==> src/hdl/bskd_pkg.sv <==
// Shared types, codes and decode functions for the sortable key decoder.
`timescale 1ns / 1ps

package bskd_pkg;

    localparam int MAX_COLUMNS_DEFAULT = 16;

    // Column type codes
    localparam logic [2:0] COL_BOOL   = 3'd0;
    localparam logic [2:0] COL_INT8   = 3'd1;
    localparam logic [2:0] COL_INT16  = 3'd2;
    localparam logic [2:0] COL_INT32  = 3'd3;
    localparam logic [2:0] COL_INT64  = 3'd4;
    localparam logic [2:0] COL_FP32   = 3'd5;
    localparam logic [2:0] COL_FP64   = 3'd6;
    localparam logic [2:0] COL_STRING = 3'd7;

    // Result kinds
    localparam logic [1:0] KIND_NULL     = 2'd0;
    localparam logic [1:0] KIND_SCALAR   = 2'd1;
    localparam logic [1:0] KIND_STR_BYTE = 2'd2;
    localparam logic [1:0] KIND_STR_END  = 2'd3;

    // Configuration register indexes
    localparam logic CFG_COLUMN_COUNT = 1'b0;
    localparam logic CFG_COLUMN_TYPES = 1'b1;

    typedef struct packed {
        logic [3:0]  column;
        logic [1:0]  kind;
        logic [63:0] value;
        logic        last_field;
    } result_t;

    // Fixed field length minus one, in bytes
    function automatic logic [2:0] fixed_len_m1(input logic [2:0] t);
        logic [2:0] n;
        case (t)
            COL_INT16: n = 3'd1;
            COL_INT32: n = 3'd3;
            COL_INT64: n = 3'd7;
            COL_FP32:  n = 3'd3;
            COL_FP64:  n = 3'd7;
            default:   n = 3'd0;
        endcase
        return n;
    endfunction

    function automatic logic [63:0] decode_fixed(input logic [2:0] t, input logic [63:0] a);
        logic [63:0] v;
        logic [7:0]  b8;
        logic [15:0] b16;
        logic [31:0] b32;
        b8  = a[7:0] ^ 8'h80;
        b16 = a[15:0] ^ 16'h8000;
        b32 = a[31:0] ^ 32'h8000_0000;
        case (t)
            COL_BOOL:  v = (a[7:0] == 8'd1) ? 64'd0 : 64'd1;
            COL_INT8:  v = {{56{b8[7]}}, b8};
            COL_INT16: v = {{48{b16[15]}}, b16};
            COL_INT32: v = {{32{b32[31]}}, b32};
            COL_INT64: v = {~a[63], a[62:0]};
            COL_FP32:  v = a[31] ? {32'd0, b32} : {32'd0, ~a[31:0]};
            COL_FP64:  v = a[63] ? {1'b0, a[62:0]} : ~a;
            default:   v = a;
        endcase
        return v;
    endfunction

endpackage

==> src/hdl/binary_sortable_key_decoder_unit.sv <==
// Top level: byte-serial decoder for order-preserving key records.
// A result is registered into the output stage when the byte that completes it is taken.
// Throughput: one byte per cycle while the skid entry is empty; column state updates in the cycle a byte is taken.
// A two-entry output stage (result register plus skid) keeps input flowing while
// the output stalls; input stalls only when both entries hold results.
// Reset clears configuration, parser state and output valid flags.
`timescale 1ns / 1ps

module binary_sortable_key_decoder_unit #(
    parameter int MAX_COLUMNS = bskd_pkg::MAX_COLUMNS_DEFAULT
) (
    input  logic        clk,
    input  logic        rst_n,
    // configuration write channel
    input  logic        cfg_valid,
    output logic        cfg_ready,
    input  logic        cfg_index,
    input  logic [47:0] cfg_data,
    // input stream
    input  logic        s_axis_tvalid,
    output logic        s_axis_tready,
    input  logic [7:0]  s_axis_tdata,   // [7:0] data_byte
    input  logic        s_axis_tlast,   // last_byte
    // result stream
    output logic        m_axis_tvalid,
    input  logic        m_axis_tready,
    output logic [71:0] m_axis_tdata,   // [3:0] column, [67:4] value, [71:68] zero
    output logic [1:0]  m_axis_tuser,   // [1:0] kind
    output logic        m_axis_tlast    // last_field
);

    localparam logic [4:0] MaxCol = 5'(MAX_COLUMNS);

    typedef enum logic [1:0] {
        PH_MARKER,
        PH_FIXED,
        PH_STRING,
        PH_ESCAPE
    } phase_t;

    logic [4:0]  column_count_reg;
    logic [47:0] column_types_reg;

    phase_t      phase_reg, phase_next;
    logic [4:0]  column_index_reg, column_index_next;
    logic [2:0]  byte_count_reg, byte_count_next;
    logic [63:0] accumulator_reg, accumulator_next;
    logic [31:0] string_length_reg, string_length_next;

    bskd_pkg::result_t out_reg, skid_reg, res;
    logic        out_valid_reg, skid_valid_reg;
    logic        res_valid;

    logic        in_beat, out_beat;
    logic [4:0]  col_limit;
    logic [2:0]  col_type;
    logic [5:0]  type_sel;
    logic [63:0] acc_shift;
    logic [31:0] len_inc;
    logic        is_final_col;
    logic [7:0]  b;

    assign cfg_ready     = 1'b1;
    assign s_axis_tready = !skid_valid_reg;
    assign in_beat       = s_axis_tvalid && s_axis_tready;
    assign out_beat      = m_axis_tvalid && m_axis_tready;

    assign m_axis_tvalid = out_valid_reg;
    assign m_axis_tdata  = {4'd0, out_reg.value, out_reg.column};
    assign m_axis_tuser  = out_reg.kind;
    assign m_axis_tlast  = out_reg.last_field;

    assign b         = s_axis_tdata;
    assign col_limit = (column_count_reg > MaxCol) ? MaxCol : column_count_reg;
    assign type_sel  = 6'(column_index_reg[3:0]) * 6'd3;
    // columns past the register width read as bool
    assign col_type  = column_index_reg[4] ? bskd_pkg::COL_BOOL
                                           : column_types_reg[type_sel +: 3];
    assign acc_shift = {accumulator_reg[55:0], b};
    assign len_inc   = (string_length_reg == 32'hFFFF_FFFF) ? string_length_reg
                                                            : string_length_reg + 32'd1;
    assign is_final_col = (6'(column_index_reg) + 6'd1) == 6'(col_limit);

    always_comb
    begin
        phase_next         = phase_reg;
        column_index_next  = column_index_reg;
        byte_count_next    = byte_count_reg;
        accumulator_next   = accumulator_reg;
        string_length_next = string_length_reg;
        res_valid          = 1'b0;
        res.column         = column_index_reg[3:0];
        res.kind           = bskd_pkg::KIND_NULL;
        res.value          = 64'd0;
        res.last_field     = is_final_col;

        if (column_index_reg < col_limit)
        begin
            case (phase_reg)
                PH_MARKER:
                begin
                    if (b == 8'd0)
                    begin
                        res_valid          = 1'b1;
                        column_index_next  = column_index_reg + 5'd1;
                        byte_count_next    = 3'd0;
                        accumulator_next   = 64'd0;
                        string_length_next = 32'd0;
                    end
                    else if (col_type == bskd_pkg::COL_STRING)
                    begin
                        phase_next         = PH_STRING;
                        string_length_next = 32'd0;
                    end
                    else
                    begin
                        phase_next       = PH_FIXED;
                        accumulator_next = 64'd0;
                        byte_count_next  = bskd_pkg::fixed_len_m1(col_type);
                    end
                end
                PH_FIXED:
                begin
                    accumulator_next = acc_shift;
                    if (byte_count_reg == 3'd0)
                    begin
                        res_valid          = 1'b1;
                        res.kind           = bskd_pkg::KIND_SCALAR;
                        res.value          = bskd_pkg::decode_fixed(col_type, acc_shift);
                        phase_next         = PH_MARKER;
                        column_index_next  = column_index_reg + 5'd1;
                        accumulator_next   = 64'd0;
                        string_length_next = 32'd0;
                    end
                    else
                    begin
                        byte_count_next = byte_count_reg - 3'd1;
                    end
                end
                PH_STRING:
                begin
                    if (b == 8'd0)
                    begin
                        res_valid          = 1'b1;
                        res.kind           = bskd_pkg::KIND_STR_END;
                        res.value          = {32'd0, string_length_reg};
                        phase_next         = PH_MARKER;
                        column_index_next  = column_index_reg + 5'd1;
                        byte_count_next    = 3'd0;
                        accumulator_next   = 64'd0;
                        string_length_next = 32'd0;
                    end
                    else if (b == 8'd1)
                    begin
                        phase_next = PH_ESCAPE;
                    end
                    else
                    begin
                        res_valid          = 1'b1;
                        res.kind           = bskd_pkg::KIND_STR_BYTE;
                        res.value          = {56'd0, b};
                        res.last_field     = 1'b0;
                        string_length_next = len_inc;
                    end
                end
                default:
                begin
                    // escaped byte, decremented with wrap
                    res_valid          = 1'b1;
                    res.kind           = bskd_pkg::KIND_STR_BYTE;
                    res.value          = {56'd0, b - 8'd1};
                    res.last_field     = 1'b0;
                    string_length_next = len_inc;
                    phase_next         = PH_STRING;
                end
            endcase
        end

        if (s_axis_tlast)
        begin
            phase_next         = PH_MARKER;
            column_index_next  = 5'd0;
            byte_count_next    = 3'd0;
            accumulator_next   = 64'd0;
            string_length_next = 32'd0;
        end
    end

    always_ff @(posedge clk or negedge rst_n)
    begin
        if (!rst_n)
        begin
            column_count_reg  <= 5'd0;
            column_types_reg  <= 48'd0;
            phase_reg         <= PH_MARKER;
            column_index_reg  <= 5'd0;
            byte_count_reg    <= 3'd0;
            accumulator_reg   <= 64'd0;
            string_length_reg <= 32'd0;
            out_valid_reg     <= 1'b0;
            skid_valid_reg    <= 1'b0;
        end
        else
        begin
            if (cfg_valid && cfg_ready)
            begin
                case (cfg_index)
                    bskd_pkg::CFG_COLUMN_COUNT: column_count_reg <= cfg_data[4:0];
                    bskd_pkg::CFG_COLUMN_TYPES: column_types_reg <= cfg_data;
                    default: ;
                endcase
            end

            if (in_beat)
            begin
                phase_reg         <= phase_next;
                column_index_reg  <= column_index_next;
                byte_count_reg    <= byte_count_next;
                accumulator_reg   <= accumulator_next;
                string_length_reg <= string_length_next;
            end

            if (skid_valid_reg)
            begin
                if (out_beat)
                begin
                    out_valid_reg  <= 1'b1;
                    skid_valid_reg <= 1'b0;
                end
            end
            else if (in_beat && res_valid)
            begin
                if (!out_valid_reg || out_beat)
                    out_valid_reg <= 1'b1;
                else
                    skid_valid_reg <= 1'b1;
            end
            else if (out_beat)
            begin
                out_valid_reg <= 1'b0;
            end
        end
    end

    // result payload, no reset needed
    always_ff @(posedge clk)
    begin
        if (skid_valid_reg)
        begin
            if (out_beat)
                out_reg <= skid_reg;
        end
        else if (in_beat && res_valid)
        begin
            if (!out_valid_reg || out_beat)
                out_reg <= res;
            else
                skid_reg <= res;
        end
    end

endmodule
==> config.mk <==
export PLATFORM = sky130hd
export DESIGN_NAME = binary_sortable_key_decoder_unit
export DESIGN_NICKNAME = d
export VERILOG_FILES = /design/src/hdl/bskd_pkg.sv /design/src/hdl/binary_sortable_key_decoder_unit.sv
export SDC_FILE = /design/constraint.sdc
export NUM_CORES = 1
export LEC_CHECK = 0
export BUFFER_PORTS_ARGS = -buffer_cell sky130_fd_sc_hd__buf_2
export CAP_MARGIN = 20
export CORE_UTILIZATION = 55
export CTS_CLUSTER_DIAMETER = 40
export CTS_CLUSTER_SIZE = 12
export DETAILED_ROUTE_END_ITERATION = 6
export GPL_TIMING_DRIVEN = 0
export PLACE_DENSITY = 0.75
export SYNTH_ARGS = -nofsm -noshare
export SYNTH_HDL_FRONTEND = slang
export SYNTH_SLANG_ARGS = --single-unit
==> constraint.sdc <==
create_clock -name clk -period 14.27 [get_ports clk]
set_input_delay 1.427 -clock clk [delete_from_list [all_inputs] [get_ports clk]]
set_output_delay 1.427 -clock clk [all_outputs]
set_load 0.005 [all_outputs]
Yosys cells after proc, flatten, opt, wreduce, memory -nomap -nowiden:

Index checks and enable logic that the tools add are counted.

* eq/ne operators: 23
* bitwise gates (word level): 9
* shift-type cells: 1
* reductions and logical operators: 30
* $mul: 1
* muxes and demuxes: 69
* add/subtract/negate cells: 5
* $lt $le $gt $ge: 2

Operators by type and width (count)
* case mux 64 bit (7 select lines): 1
* two-way mux 56 bit: 6
* two-way mux 32 bit: 9
* two-way mux 71 bit: 4
* case mux 66 bit (3 select lines): 1
* case mux 56 bit (3 select lines): 1
* two-way mux 67 bit: 2
* case mux 32 bit (3 select lines): 1
* two-way mux 66 bit: 1
* two-way mux 65 bit: 1
* two-way mux 64 bit: 1
* NOT 64 bit: 1
* indexed part select 48 x 7 -> 3 bit: 1
* adder 32 x 1 -> 32 bit (second input constant): 1
* == test 32 bit (second input constant): 1
* NOT 32 bit: 1
* two-way mux 5 bit: 5
* two-way mux 3 bit: 7
* AND reduction 5 bit: 4
* case mux 3 bit (3 select lines): 2
* two-way mux 1 bit: 16
* != test 4 bit (second input constant): 4
* != test 3 bit (second input constant): 5
* two-way mux 2 bit: 7
* 34 further kinds: 57

* input port bits: 63
* output and inout port bits: 78
* logic and storage cells: 157
* register bits after elaboration: 295

Logic depth before layout (Yosys ltp):

Gate-level depths: netlist of run 1.

* word-level depth: 11
* mapped depth: 14
* mapped depth without buffers: 10

Least setup slack after synthesis of run 1:

Ideal clock, no wire load.

* path kind: input -> register
* from: input s_axis_tdata[3]
* to: register out_reg (netlist bit m_axis_tdata[0]) (enable)
* slack: 7379 ps
* data required time: 13746 ps
* stages: 9
* data arrival time: 6368 ps
* cell sequence: clkbuf_1 -> nor3_1 -> and3_1 -> clkbuf_1 -> a21oi_1 -> o211ai_1 -> nor3b_1 -> a21oi_1 -> a21oi_1

* cells in the longest elaborated chain, start to end: 8
* elaborated cells on any way between the ends: 10
* those cells by class: eq/ne (1); mux (5); reduce/logical (4)

Ends and longest elaborated chain
* start, declared: line binary_sortable_key_decoder_unit.sv:22 `input logic [7:0] s_axis_tdata,`
* == test 8 x 1 -> 1 bit: line binary_sortable_key_decoder_unit.sv:153 `else if (b == 8'd1)`
* two-way mux 1 bit: line binary_sortable_key_decoder_unit.sv:153
* two-way mux 1 bit: line binary_sortable_key_decoder_unit.sv:142 `if (b == 8'd0)`
* case mux 1 bit (3 select lines) *: line binary_sortable_key_decoder_unit.sv:99 `case (phase_reg)`
* two-way mux 1 bit *: line binary_sortable_key_decoder_unit.sv:97 `if (column_index_reg < col_limit)`
* logical AND 1 bit *: line binary_sortable_key_decoder_unit.sv:253 `else if (in_beat && res_valid)`
* nonzero test 2 bit (no source line) *
* AND reduction 3 bit (no source line) *
* end signal, assigned: line binary_sortable_key_decoder_unit.sv:251 `out_reg <= skid_reg;`
* end signal, assigned: line binary_sortable_key_decoder_unit.sv:256 `out_reg <= res;`
* end, declared: line binary_sortable_key_decoder_unit.sv:50 `bskd_pkg::result_t out_reg, skid_reg, res;`

Mark *: on every way between the ends. The rest lies on a longest branch, timed or not.
A chain may end at the register's enable or synchronous reset.

Final worst setup path of run 1:

* from: register column_index_reg[1]
* to: register out_reg (netlist bit m_axis_tdata[12]), data pin

* cells in the longest elaborated chain, start to end: 11
* elaborated cells on any way between the ends: 18
* those cells by class: mul (1); order compare (1); eq/ne (6); shift (1); mux (8); reduce/logical (1)

Ends and longest elaborated chain
* start, declared: line binary_sortable_key_decoder_unit.sv:45 `logic [4:0] column_index_reg, column_index_next;`
* start signal, assigned: line binary_sortable_key_decoder_unit.sv:217 `column_index_reg <= column_index_next;`
* multiplier 4 x 2 -> 6 bit: line binary_sortable_key_decoder_unit.sv:75 `assign type_sel = 6'(column_index_reg[3:0]) * 6'd3;`
* indexed part select 48 x 7 -> 3 bit: line binary_sortable_key_decoder_unit.sv:78 `: column_types_reg[type_sel +: 3];`
* two-way mux 3 bit: line binary_sortable_key_decoder_unit.sv:77 `assign col_type = column_index_reg[4] ? bskd_pkg::COL_BOOL`
* == test 3 bit, or another cell as far along: line bskd_pkg.sv:57 `case (t)`
* case mux 64 bit (7 select lines): line bskd_pkg.sv:57
* two-way mux 65 bit: line binary_sortable_key_decoder_unit.sv:125 `if (byte_count_reg == 3'd0)`
* case mux 66 bit (3 select lines): line binary_sortable_key_decoder_unit.sv:99
* two-way mux 67 bit *: line binary_sortable_key_decoder_unit.sv:97
* two-way mux 71 bit *: line binary_sortable_key_decoder_unit.sv:255 `if (!out_valid_reg || out_beat)`
* two-way mux 71 bit *: line binary_sortable_key_decoder_unit.sv:253
* two-way mux 71 bit *: line binary_sortable_key_decoder_unit.sv:248 `if (skid_valid_reg)`

Mark *: on every way between the ends. The rest lies on a longest branch, timed or not. The select of a mux whose other input is x is not followed.

==> results of run 1 <==
-- worst reg2reg max path: cells and delay by family (launching register included) --
kind / cells / cell delay [ns]
AO/OA/AOI/OAI: 3 / 1.35
buffers and inverters: 3 / 1.03
flip-flops: 1 / 0.40
multiplexers: 4 / 1.44
-- area by class of cell --
class | count | area share
Buffer | 107 | 0.02595
Clock buffer | 51 | 0.06166
Clock inverter | 18 | 0.009971
Inverter | 23 | 0.005059
Multi-Input combinational cell | 1015 | 0.3543
Sequential cell | 295 | 0.4742
Tap cell | 335 | 0.02456
Timing Repair Buffer | 135 | 0.04435
-- routing by layer --
metal,share of wire,global-route usage,up-vias
li1,-,-,5555
met1,0.40,0.3586,5790
met2,0.49,0.4749,525
met3,0.077,0.05295,112
met4,0.034,0.1018,0
met5,0,0,-
-- cells by family after synthesis --
family	Yosys count	synth area share
flops	295	0.5528
fa+ha+maj	15	0.01282
mux	90	0.07709
xor+xnor	26	0.01555
other cells	2	0.0005130
compound gates	362	0.1491
simple gates	517	0.1561
buf+inv	130	0.03615
-- power by group through the flow --
stage / combinational (uW) / clock, uW / sequential, uW
6_report: 932 / 921 / 1050
5_1_grt: 1020 / 966 / 1060
4_1_cts: 920 / 931 / 1050
3_5_place_dp: 913 / 0 / 1070
3_3_place_gp: 876 / 0 / 1070
2_1_floorplan: 614 / 0 / 1070
-- per-stage QoR --
step,cells,hold slack [ns]
2_1_floorplan,1440,0.4512
3_3_place_gp,1904,0.4826
3_5_place_dp,1908,0.4874
4_1_cts,1977,0.4999
5_1_grt,1979,0.5104
6_report,1979,0.4996
-- cell usage after synthesis (all sizes together), types with 12 or more instances --
| master | number |
|---|---|
| and3 | 15 |
| buf | 14 |
| a211oi | 38 |
| nand3 | 29 |
| ha | 15 |
| inv | 22 |
| edfxtp | 142 |
| mux4 | 12 |
| dfrtp | 153 |
| nand4 | 14 |
| or3 | 23 |
| xor2 | 14 |
| mux2 | 62 |
| o211ai | 16 |
| nand2 | 241 |
| nor3 | 28 |
| a21oi | 84 |
| o21ai | 145 |
| nor2 | 124 |
| clkbuf | 93 |
| xnor2 | 12 |
| mux2i | 16 |
| a31oi | 23 |
-- worst max path at each step --
stage,startpoint,to,depth (start not counted)
finish,column_index_reg[1],m_axis_tdata[12],10
global route,s_axis_tdata[0],m_axis_tdata[66],12
CTS,skid_valid_reg,s_axis_tready,6
detailed placement,s_axis_tdata[0],m_axis_tdata[39],12
global placement,s_axis_tdata[0],m_axis_tdata[32],11
floorplan,s_axis_tdata[3],m_axis_tdata[0],9
==> impl_metrics.env, run 1 <==
export IMPL_synth_largest_area_cell="edfxtp_1"
export IMPL_fillers=2096
export IMPL_ios=141
export IMPL_cts_sinks=295
export IMPL_h_tree_depth=2
export IMPL_grt_total_usage=0.2805
export IMPL_port_buffers=129
export IMPL_synth_area_per_cell_um2=10.19
export IMPL_combPwrFrac=0.321
export IMPL_die_h_um=165.2
export IMPL_grt_start_max_net_pins=100
export IMPL_cp_required_ns=14.56
export IMPL_grt_pass1_vias=11540
export IMPL_cp_cell_sequence="buf_2 > buf_2 > mux4_2 > mux2i_1 > a21o_1 > clkbuf_1 > mux2_2 > o31ai_1 > mux2i_1 > o21ai_0"
export IMPL_drcViolationCount=0
export IMPL_vdd_ir_drop_max_mv=0.1286
export IMPL_routed_via_count=11980
export IMPL_drt_iter0_markers=1105
export IMPL_regToRegSetupSlack_ns=9.82
export IMPL_crit_type="flip-flop to flip-flop"
export IMPL_power_density_mw_per_mm2=170.3
export IMPL_setup_slack_ns=9.815
export IMPL_worstHoldStart="column_types_reg[7]"
export IMPL_fmax_ghz=0.2245
export IMPL_slowest_delay_ns=0.77
export IMPL_period_share=0.3122
export IMPL_worstPathMaxFanout=10
export IMPL_cts_clk_slew_worst_paths_ns=0.05
export IMPL_maxSlewViolCount=0
export IMPL_start_util=0.5618
export IMPL_worst_pin_slew_ns=1.093
export IMPL_period_needed_ns=4.455
export IMPL_reg2reg_depth=10
export IMPL_postCtsSetupRepairBufs=0
export IMPL_finalHoldViolCount=0
export IMPL_post_place_ws_ns=9.525
export IMPL_clockRootBuffer="clkbuf_16"
export IMPL_swShare=0.3533
export IMPL_seq_area_mm2=0.008093
export IMPL_netlist_top_cells_area="edfxtp_1 29%, dfrtp_1 26%, nand2_1 6.2%"
export IMPL_crit_slowest_cell="o31ai_1"
export IMPL_worstHoldPathType="flip-flop to flip-flop"
export IMPL_antenna_found_initial=0
export IMPL_cp_arrival_ns=4.74
export IMPL_cts_made_buffers=38
export IMPL_core_mm2=0.02606
export IMPL_grt_setup_unrepaired="false"
export IMPL_drive_gt1_frac=0.1740
export IMPL_yosysWarnings=0
export IMPL_yosysUniqueCellTypes=65
export IMPL_holdPathStages=1
export IMPL_hold_end="column_types_reg[7]"
export IMPL_wl_per_cell_um=18.95
export IMPL_status="completed"
export IMPL_dpl_instance_area_mm2=0.01583
export IMPL_reg2reg_to="m_axis_tdata[12]"
export IMPL_diodes=0
export IMPL_nNetsFinal=1693
export IMPL_largest_reg_flops=71
export IMPL_hpwlAfterDp_mm=27.08
export IMPL_gp_congestion=0.9375
export IMPL_clk_path_buf_depth=3
export IMPL_finalSetupViolCount=0
export IMPL_synth_edf_count=142
export IMPL_max_cap_violations=0
export IMPL_fp_row_count=59
export IMPL_power_leakage_uw=0.006605
export IMPL_internal_power_uw=1879
export IMPL_ant_nets=0
export IMPL_die_w_um=165.2
export IMPL_synth_ff_type="dfrtp_1"
export IMPL_dieArea_mm2=0.02727
export IMPL_viasPerCell=6.055
export IMPL_setup_tns_ns=0
export IMPL_cts_tree="done"
export IMPL_final_common_cell="nand2_1"
export IMPL_syn_to_final_growth_pct=16.57
export IMPL_path_delay_family="multiplexers"
export IMPL_start_kind="flip-flop"
export IMPL_path_buf_inv=3
export IMPL_hold_buffers=0
export IMPL_drt_total_wl_mm=37.50
export IMPL_grt_pass1_wl_mm=59.69
export IMPL_final_util=0.6549
export IMPL_clkLatencyLatePin_ns=0.51
export IMPL_grt_ovfl_total=0
export IMPL_r2r_start="column_index_reg[1]"
export IMPL_synthCells=1437
export IMPL_layout_common_cells="241 x nand2_1, 153 x dfrtp_1, 142 x edfxtp_1"
export IMPL_total_power_uw=2906
export IMPL_postLayoutCellArea_mm2=0.01707
export IMPL_p_clk_frac=0.317
export IMPL_synth_area_mm2=0.01464
export IMPL_slew_headroom=0.2670
export IMPL_cts_resized=0
export IMPL_p_switching_uw=1027
export IMPL_ys_seq_area_frac=0.5528
export IMPL_cp_end_kind="flip-flop"
export IMPL_synth_top_area_frac=0.2913
export IMPL_fin_skew_ns=0.01234
export IMPL_multiInputGateArea_mm2=0.006046
export IMPL_synth_seq_cells=295
export IMPL_dr_pass1_iters=6
export IMPL_synthArstFlopShare=0.5186
export IMPL_power_frac_seq=0.362
Note: power is estimated with default switching activity, not from simulation.
==> inputs of run 2 (changes only) <==
Settings changed: CORE_UTILIZATION 55 to 54, PLACE_DENSITY 0.75 to 0.77.
Clock period 14.27 ns to 3.73 ns, I/O delays scaled along.
==> run 2 against run 1 <==
  * Worst hold slack worse by 0.43 ns
  * Critical path depth stayed put
  * Global-route usage is 1.1 points lower
==> impl_metrics.env, run 2 (synthesized netlist as in run 1, its figures left out) <==
export IMPL_vdd_ir_drop_max_mv=0.4805
export IMPL_cp_arrival_ns=3.99
export IMPL_dpl_instance_area_mm2=0.01581
export IMPL_syn_to_final_growth_pct=20.01
export IMPL_die_h_um=166.7
export IMPL_grt_total_usage=0.2700
export IMPL_ant_nets=0
export IMPL_final_common_cell="nand2_1"
export IMPL_fp_row_count=59
export IMPL_clk_path_buf_depth=3
export IMPL_power_leakage_uw=0.006810
export IMPL_die_w_um=166.7
export IMPL_dr_pass1_iters=6
export IMPL_cp_end_kind="flip-flop"
export IMPL_drive_gt1_frac=0.2088
export IMPL_start_util=0.5555
export IMPL_cts_tree="done"
export IMPL_dieArea_mm2=0.02777
export IMPL_power_density_mw_per_mm2=683.4
export IMPL_worstPathMaxFanout=10
export IMPL_cp_required_ns=4.03
export IMPL_viasPerCell=5.981
export IMPL_period_share=0.9903
export IMPL_status="completed"
export IMPL_port_buffers=129
export IMPL_setup_tns_ns=0
export IMPL_slew_headroom=0.3999
export IMPL_core_mm2=0.02635
export IMPL_layout_common_cells="241 x nand2_1, 153 x dfrtp_1, 142 x edfxtp_1"
export IMPL_grt_ovfl_total=0
export IMPL_fin_skew_ns=0.02884
export IMPL_cts_clk_slew_worst_paths_ns=0.06
export IMPL_cp_startpoint="column_index_reg[1]"
export IMPL_routed_via_count=11890
export IMPL_drcViolationCount=0
export IMPL_nNetsFinal=1698
export IMPL_fmax_ghz=0.2707
export IMPL_grt_setup_unrepaired="true"
export IMPL_worst_pin_slew_ns=0.8982
export IMPL_maxSlewViolCount=0
export IMPL_worstHoldStart="m_axis_tready"
export IMPL_worstHoldPathType="input port to flip-flop"
export IMPL_cts_made_buffers=41
export IMPL_drt_total_wl_mm=37.84
export IMPL_period_needed_ns=3.694
export IMPL_ios=141
export IMPL_start_kind="flip-flop"
export IMPL_antenna_found_initial=0
export IMPL_postLayoutCellArea_mm2=0.01757
export IMPL_diodes=0
export IMPL_finalSetupViolCount=0
export IMPL_clockRootBuffer="clkbuf_16"
export IMPL_drt_iter0_markers=1137
export IMPL_grt_pass1_vias=11410
export IMPL_r2r_start="column_index_reg[1]"
export IMPL_crit_type="flip-flop to flip-flop"
export IMPL_largest_reg_flops=71
export IMPL_h_tree_depth=2
export IMPL_gp_congestion=0.9218
export IMPL_hpwlAfterDp_mm=26.69
export IMPL_finalHoldViolCount=0
export IMPL_cts_sinks=295
export IMPL_grt_pass1_wl_mm=59.93
export IMPL_clkLatencyLatePin_ns=0.54
export IMPL_max_cap_violations=0
export IMPL_wl_per_cell_um=19.04
export IMPL_grt_start_max_net_pins=101
run 2: cell count changes in the layout (fill, tap and decap cells not counted), moves of 3 or more:
cell | before | now
a211oi_1 | 37 | 23
bufinv_16 | 2 | 8
clkbuf_1 | 103 | 81
mux2i_1 | 16 | 12
a211oi_2 | 1 | 12
a211oi_4 | 0 | 3
buf_4 | 6 | 11
clkbuf_4 | 0 | 4
mux2i_2 | 0 | 3
clkbuf_2 | 0 | 9
buf_2 | 133 | 129
run 2: report_power, final:
group          leakage (uW)  internal, uW  switching (uW)
sequential          0.00330          3860             167
combinational       0.00279          1330            2500
clock              0.000723          2650            1500
total               0.00681          7840            4160
run 2: routing by layer:
metal | vias to the layer above | share of wire | track usage
li1 | 5567 | - | -
met1 | 5770 | 0.42 | 0.3531
met3 | 82 | 0.067 | 0.04064
met4 | 0 | 0.027 | 0.09018
met5 | - | 0 | 0
met2 | 466 | 0.49 | 0.4615
run 2: path summary, 6_finish.rpt:
check	endpoint	slack (ns)	cells past startpoint
worst max register to register	m_axis_tdata[12]	0.04	10
max in group asynchronous	accumulator_reg[52]	2.44	3
worst min register to register	byte_count_reg[1]	0.49	1
min in group asynchronous	column_types_reg[19]	0.36	2
worst min-delay path	skid_valid_reg	0.07	2
worst max-delay path	m_axis_tdata[12]	0.04	10
run 2: layout make-up:
type / count / area (um^2)
buffer: 104 / 459.2
clock buffer: 45 / 1061
clock inverter: 30 / 417.9
fill: 2002 / 8785
inverter: 23 / 86.33
multi-input combinational: 1016 / 6251
sequential: 295 / 8093
tap: 335 / 419.2
timing repair buffer: 139 / 782.0
run 2: critical path, stage by stage (launching register included):
cell and delay (ns):
dfrtp_1 0.39, buf_2 0.27, clkbuf_4 0.29, mux4_2 0.25
nor2_1 0.07, o22ai_1 0.52, clkbuf_1 0.43, nand3_1 0.43
o31ai_4 0.25, mux2i_1 0.18, o21ai_0 0.36
run 2: what timing repair did:
item / CTS / global route
endpoints found under the hold margin: 53 / 0
resized for setup: 18 / 47
cloned: 0 / 1
hold buffers: 1 / 0
buffers inserted: 0 / 6
pin swaps: 0 / 3
endpoints found under the setup margin: 165 / 262
run 2: stage by stage:
step / instances / setup WS, ns / hold WS, ns / util / total power [uW]
floorplan: 1440 / 0.1872 / 0.07741 / - / 6422
global placement: 1904 / -0.8264 / 0.4824 / 0.5968 / 7438
detailed placement: 1907 / -0.5884 / 0.3600 / 0.6001 / 7562
CTS: 1981 / 0.003429 / 0.05228 / 0.6595 / 11810
global route: 1987 / -0.03595 / 0.06032 / 0.6667 / 12530
finish: 1987 / 0.03617 / 0.06653 / 0.6667 / 12010
